File: config.mk
export PLATFORM = sky130hd
export DESIGN_NAME = acc128_muldiv
export DESIGN_NICKNAME = d
export VERILOG_FILES = /design/src/hdl/acc128_pkg.sv /design/src/hdl/acc128_muldiv.sv
export SDC_FILE = /design/constraint.sdc
export NUM_CORES = 1
export LEC_CHECK = 0
export ABC_AREA = 0
export BUFFER_PORTS_ARGS = -buffer_cell sky130_fd_sc_hd__buf_2
export CAP_MARGIN = 25
export CORE_MARGIN = 1.5
export CORE_UTILIZATION = 34
export DETAILED_ROUTE_END_ITERATION = 8
export PLACE_DENSITY_LB_ADDON = 0.1
export REMOVE_ABC_BUFFERS = 1
export SYNTH_ARGS = -nofsm -noshare
export SYNTH_HDL_FRONTEND = slang
export SYNTH_SLANG_ARGS = --single-unit
File: constraint.sdc
create_clock -name i_clk -period 13.6 [get_ports i_clk]
set_clock_uncertainty 0.1 [all_clocks]
set_input_delay 1.36 -clock i_clk [delete_from_list [all_inputs] [get_ports i_clk]]
set_output_delay 1.36 -clock i_clk [all_outputs]
set_load 0.03 [all_outputs]
File: src/hdl/acc128_pkg.sv
// Shared types and constants for the 128-bit accumulator execute unit.
package acc128_pkg;

    localparam int unsigned SIGN_BIT = 127;

    localparam logic [4:0] OP_LDA   = 5'd0;
    localparam logic [4:0] OP_LDB   = 5'd1;
    localparam logic [4:0] OP_ADD   = 5'd2;
    localparam logic [4:0] OP_SUB   = 5'd3;
    localparam logic [4:0] OP_MUL   = 5'd4;
    localparam logic [4:0] OP_DIV   = 5'd5;
    localparam logic [4:0] OP_INCA  = 5'd6;
    localparam logic [4:0] OP_INCB  = 5'd7;
    localparam logic [4:0] OP_DECA  = 5'd8;
    localparam logic [4:0] OP_DECB  = 5'd9;
    localparam logic [4:0] OP_AND   = 5'd10;
    localparam logic [4:0] OP_OR    = 5'd11;
    localparam logic [4:0] OP_XOR   = 5'd12;
    localparam logic [4:0] OP_NOTA  = 5'd13;
    localparam logic [4:0] OP_NOTB  = 5'd14;
    localparam logic [4:0] OP_STORE = 5'd15;
    localparam logic [4:0] OP_LOAD  = 5'd16;
    localparam logic [4:0] OP_JMP   = 5'd17;
    localparam logic [4:0] OP_JZ    = 5'd18;
    localparam logic [4:0] OP_JNZ   = 5'd19;

    typedef struct packed {
        logic [4:0]  operation;
        logic [63:0] value_low;
        logic [63:0] value_high;
        logic [63:0] address;
    } t_in;

    typedef struct packed {
        logic [63:0] acc_low;
        logic [63:0] acc_high;
        logic [63:0] a_low;
        logic [63:0] a_high;
        logic [63:0] b_low;
        logic [63:0] b_high;
        logic        zero_flag;
        logic        negative_flag;
        logic [63:0] program_counter;
        logic [63:0] cycle_count;
    } t_out;

    typedef struct packed {
        logic start;
        logic is_div;
    } t_md_req;

endpackage

File: src/hdl/acc128_muldiv.sv
// Bit-serial 128-bit multiplier (low half) and restoring divider.
module acc128_muldiv (
    input  logic                i_clk,
    input  logic                i_rst_n,
    input  acc128_pkg::t_md_req i_req,
    input  logic [127:0]        i_a,
    input  logic [127:0]        i_b,
    output logic                o_done,
    output logic [127:0]        o_result
);
    logic [127:0] r_x, n_x;
    logic [127:0] r_y, n_y;
    logic [127:0] r_p, n_p;
    logic [6:0]   r_cnt;
    logic         r_busy, r_div, r_dz, r_done;
    logic [128:0] rem_sh;
    logic [128:0] rem_sub;

    always_comb begin
        rem_sh  = {r_p, r_x[127]};
        rem_sub = rem_sh - {1'b0, r_y};
        n_x = r_x;
        n_y = r_y;
        n_p = r_p;
        if (r_div) begin
            // A borrow out of the 129-bit subtract means the divisor did not fit.
            if (!rem_sub[128] || rem_sh[128]) begin
                n_p = rem_sub[127:0];
                n_x = {r_x[126:0], 1'b1};
            end else begin
                n_p = rem_sh[127:0];
                n_x = {r_x[126:0], 1'b0};
            end
        end else begin
            if (r_y[0]) begin
                n_p = r_p + r_x;
            end
            n_x = {r_x[126:0], 1'b0};
            n_y = {1'b0, r_y[127:1]};
        end
    end

    always_ff @(posedge i_clk) begin
        if (!i_rst_n) begin
            r_busy <= 1'b0;
            r_done <= 1'b0;
            r_cnt  <= '0;
        end else begin
            r_done <= 1'b0;
            if (i_req.start) begin
                r_busy <= 1'b1;
                r_cnt  <= '0;
                r_div  <= i_req.is_div;
                r_dz   <= (i_b == 128'd0);
                r_x    <= i_a;
                r_y    <= i_b;
                r_p    <= '0;
            end else if (r_busy) begin
                r_x   <= n_x;
                r_y   <= n_y;
                r_p   <= n_p;
                r_cnt <= r_cnt + 7'd1;
                if (r_cnt == 7'd127) begin
                    r_busy <= 1'b0;
                    r_done <= 1'b1;
                end
            end
        end
    end

    assign o_done   = r_done;
    assign o_result = r_div ? (r_dz ? 128'd0 : r_x) : r_p;
endmodule

==> impl_metrics.csv <==
group,metric,value,unit
setup_path,cpMostUsedCell,"o21bai_1",
global_routing,use_met3,4.19,%
setup_path,r2r_slack,7.70,ns
sta,setup_viol,0,
placement,dp.cells,6103,
synthesis,syn_area,37200,um^2
setup_path,slowest_stage,"a2111oi_0",
sta,drv_slew,0,
sta,period_share,43.4,%
floorplanning,die_area,112000,um^2
setup_path,cp.buffers_inverters,1,
clock_tree,root_buffer,"clkbuf_16",
synthesis,synth_most_common_cell,"nand2_1",
floorplanning,die_w,334,um
clock_tree,cts_hold_buf,0,
route,drc_errors,0,
finish,syn2layout_area_growth,12.7,%
power,p_leak,16.8,nW
setup_path,path_max_fanout,5,
finish,instances_no_fill,6203,
route,wire_per_inst,26.6,um
global_routing,antenna_found_initial,6,
global_routing,grt_pass1_wl,237000,um
synthesis,synth_edf_count,386,
synthesis,postSynth.asyncResetShare,0,%
floorplanning,pin_count,389,
global_routing,grt_remaining_overflow,0,
finish,drive_gt1_share,14.4,%
sta,tightest_slew,1.20,ns
global_routing,grt_pass1_vias,34702,
route,first_pass_iters,8,
placement,gp_congestion,0.956,
floorplanning,initial_core_util,34.3,%
worst_hold_path,holdPathStages,2,
power,powerDensity,120,nW/um^2
status,status,"finished, final reports clean",
synthesis,synth_top_area_share,31.1,%
global_routing,grt_max_degree,172,
clock_tree,clkLatencyLatePin,0.69,ns
job,maxCapViolCount,0,
setup_path,cp_top_family,"compound AO/OA/AOI/OAI gates",
synthesis,synthesis.instances,4573,
synthesis,synth_area_leaders,"edfxtp_1 31%, ha_1 8.6%, nand2_1 6.5%",
finish,fin_nets,5263,
sta,fin_crit,5.90,ns
power,vdd_drop_max,93.5,uV
setup_path,r2r_cells,15,
route,drt_iter0_drc,3482,
clock_tree,post_cts_resized,0,
sta,rsz0062_at_grt,"no",
synthesis,ys_ff_latch,395,
synthesis,yosysWarnings,0,
setup_path,cp.arrival,6.18,ns
synthesis,yosys_most_used_dff,"edfxtp_1",
finish,num_antenna_cells,0,
synthesis,synth-seq-area-share,31.6,%
synthesis,syn-mean-instance-area,8.14,um^2
setup_path,critPathKind,"flop to flop",
worst_hold_path,hold_path_class,"flop to flop",
global_routing,grt.total_usage,28.6,%
sta,clock.fmax,169,MHz
route,drtAntennaViolNets,0,
synthesis,synthTopCellsByCount,"642 x nand2_1, 476 x a21oi_1, 386 x edfxtp_1",
route,postRouteWirelength,165000,um
setup_path,crit_chain,"ha_1, inv_1, fa_1, nand2b_1, a211oi_1, o21bai_1, o21ai_2, nand4b_1, a2111oi_0, o211ai_1, a31oi_1, a21oi_1, o21bai_1, xnor2_1, o22ai_1",
clock_tree,clock-sinks,395,
synthesis,ys_types,91,
floorplanning,die_h,334,um
placement,dpl_cell_area,40100,um^2
placement,dpl.hpwl,130000,um
clock_tree,cts_tree,"done",
floorplanning,core,109000,um^2
finish,nFillCells,11467,
setup_path,cp-end-kind,"flop",
clock_tree,cts-htree-levels,2,
setup_path,critPathRequiredTime,13.88,ns
clock_tree,clock_path_buffers,3,
route,viasPerCell,5.90,
route,num_vias,36579,
clock_tree,cts_buffers,54,
sta,whs,0.383,ns
finish,finalInstanceArea,42000,um^2
floorplanning,row_count,121,
sta,setup_tns,0,ns
setup_path,critPathMaxStageDelay,1.02,ns
global_routing,busiest_layer,"met2",
clock_tree,cts_setup_buffers,0,
setup_path,crit_cells,15,
sta,relSlewSlack,19.4,%
clock_tree,clkTransAtPathRegs,0.06,ns
placement,numPortBuffers,388,
sta,hold_viol_final,0,
global_routing,grt_util_met2,43.7,%
synthesis,yosysTopAreaCell,"edfxtp_1",
global_routing,grt_use_met1,40.9,%
setup_path,worst_setup_path_start_kind,"flop",
-- state kept, by name (all words and copies together), names as in the netlist --
| signal | cells |
|---|---|
| r_y | 128 |
| o_done | 1 |
| r_p | 128 |
| r_x | 128 |
| r_cnt | 7 |
| r_dz | 1 |
| r_div | 1 |
| r_busy | 1 |
-- cells in the final DEF, fill, tap and decap left out, types with 97 or more instances in the layout --
cell,synthesis,layout
edfxtp_1,386,386
a21oi_1,476,475
buf_2,39,387
xnor2_1,135,135
nand2_1,642,642
inv_1,239,237
a21o_1,131,131
nor2_1,311,310
o21ai_0,370,370
nand4_1,147,147
mux2_2,126,126
o2bb2ai_1,107,107
xor2_1,97,97
ha_1,256,256
-- tightest hold or removal path, delay by kind of cell (launching register included) --
kind	cells	cell delay [ns]
AND/OR/NAND/NOR	2	0.13
flip-flops	1	0.32
-- power by group --
group / leakage [nW] / total (W) / internal, W / switching (W)
combinational: 12.2 / 0.00196 / 0.000662 / 0.00129
clock: 0.893 / 0.00153 / 0.000895 / 0.000639
sequential: 3.76 / 0.00155 / 0.00146 / 0.0000879
total: 16.8 / 0.00504 / 0.00302 / 0.00202
-- final timing paths --
kind	startpoint	end
max reg2reg	r_p[0]	r_p[112]
min	r_cnt[6]	o_done
max	r_p[0]	r_p[112]
min reg2reg	r_cnt[6]	o_done
-- per-layer routing --
layer	share of wire, %	wire length, um
met5	0.016	27
met3	6.7	11000
met2	43	71500
met4	3.4	5650
met1	47	76900
-- kinds of logic after synthesis --
group | count (synthesis) | share of synthesized area (%)
AOI/OAI and AO/OA | 1556 | 26.6
xor gates and xnor gates | 232 | 5.46
adders and majority gates | 258 | 8.71
buffers and inverters | 551 | 5.75
DFF | 395 | 31.6
muxes | 144 | 4.29
and+or+nand+nor | 1437 | 17.6
-- cell type report --
type	instances	area (um^2)	share of cell area [%]
clock buffer	59	1370	3.27
clock inverter	41	447	1.06
inverter	239	907	2.16
multi-input combinational	3627	23400	55.7
sequential	395	11800	28.1
tap	1414	1770	4.22
timing repair buffer	428	2310	5.51
-- through the flow --
step	setup WS, ns	power, W	utilization [%]
global placement	7.89	0.00350	36.9
floorplan	0.135	0.00284	-
detailed placement	7.73	0.00349	36.9
finish	7.70	0.00504	38.6
CTS	7.71	0.00504	38.6
global route	7.50	0.00527	38.6
No activity file was read; power rests on OpenSTA's default activity.
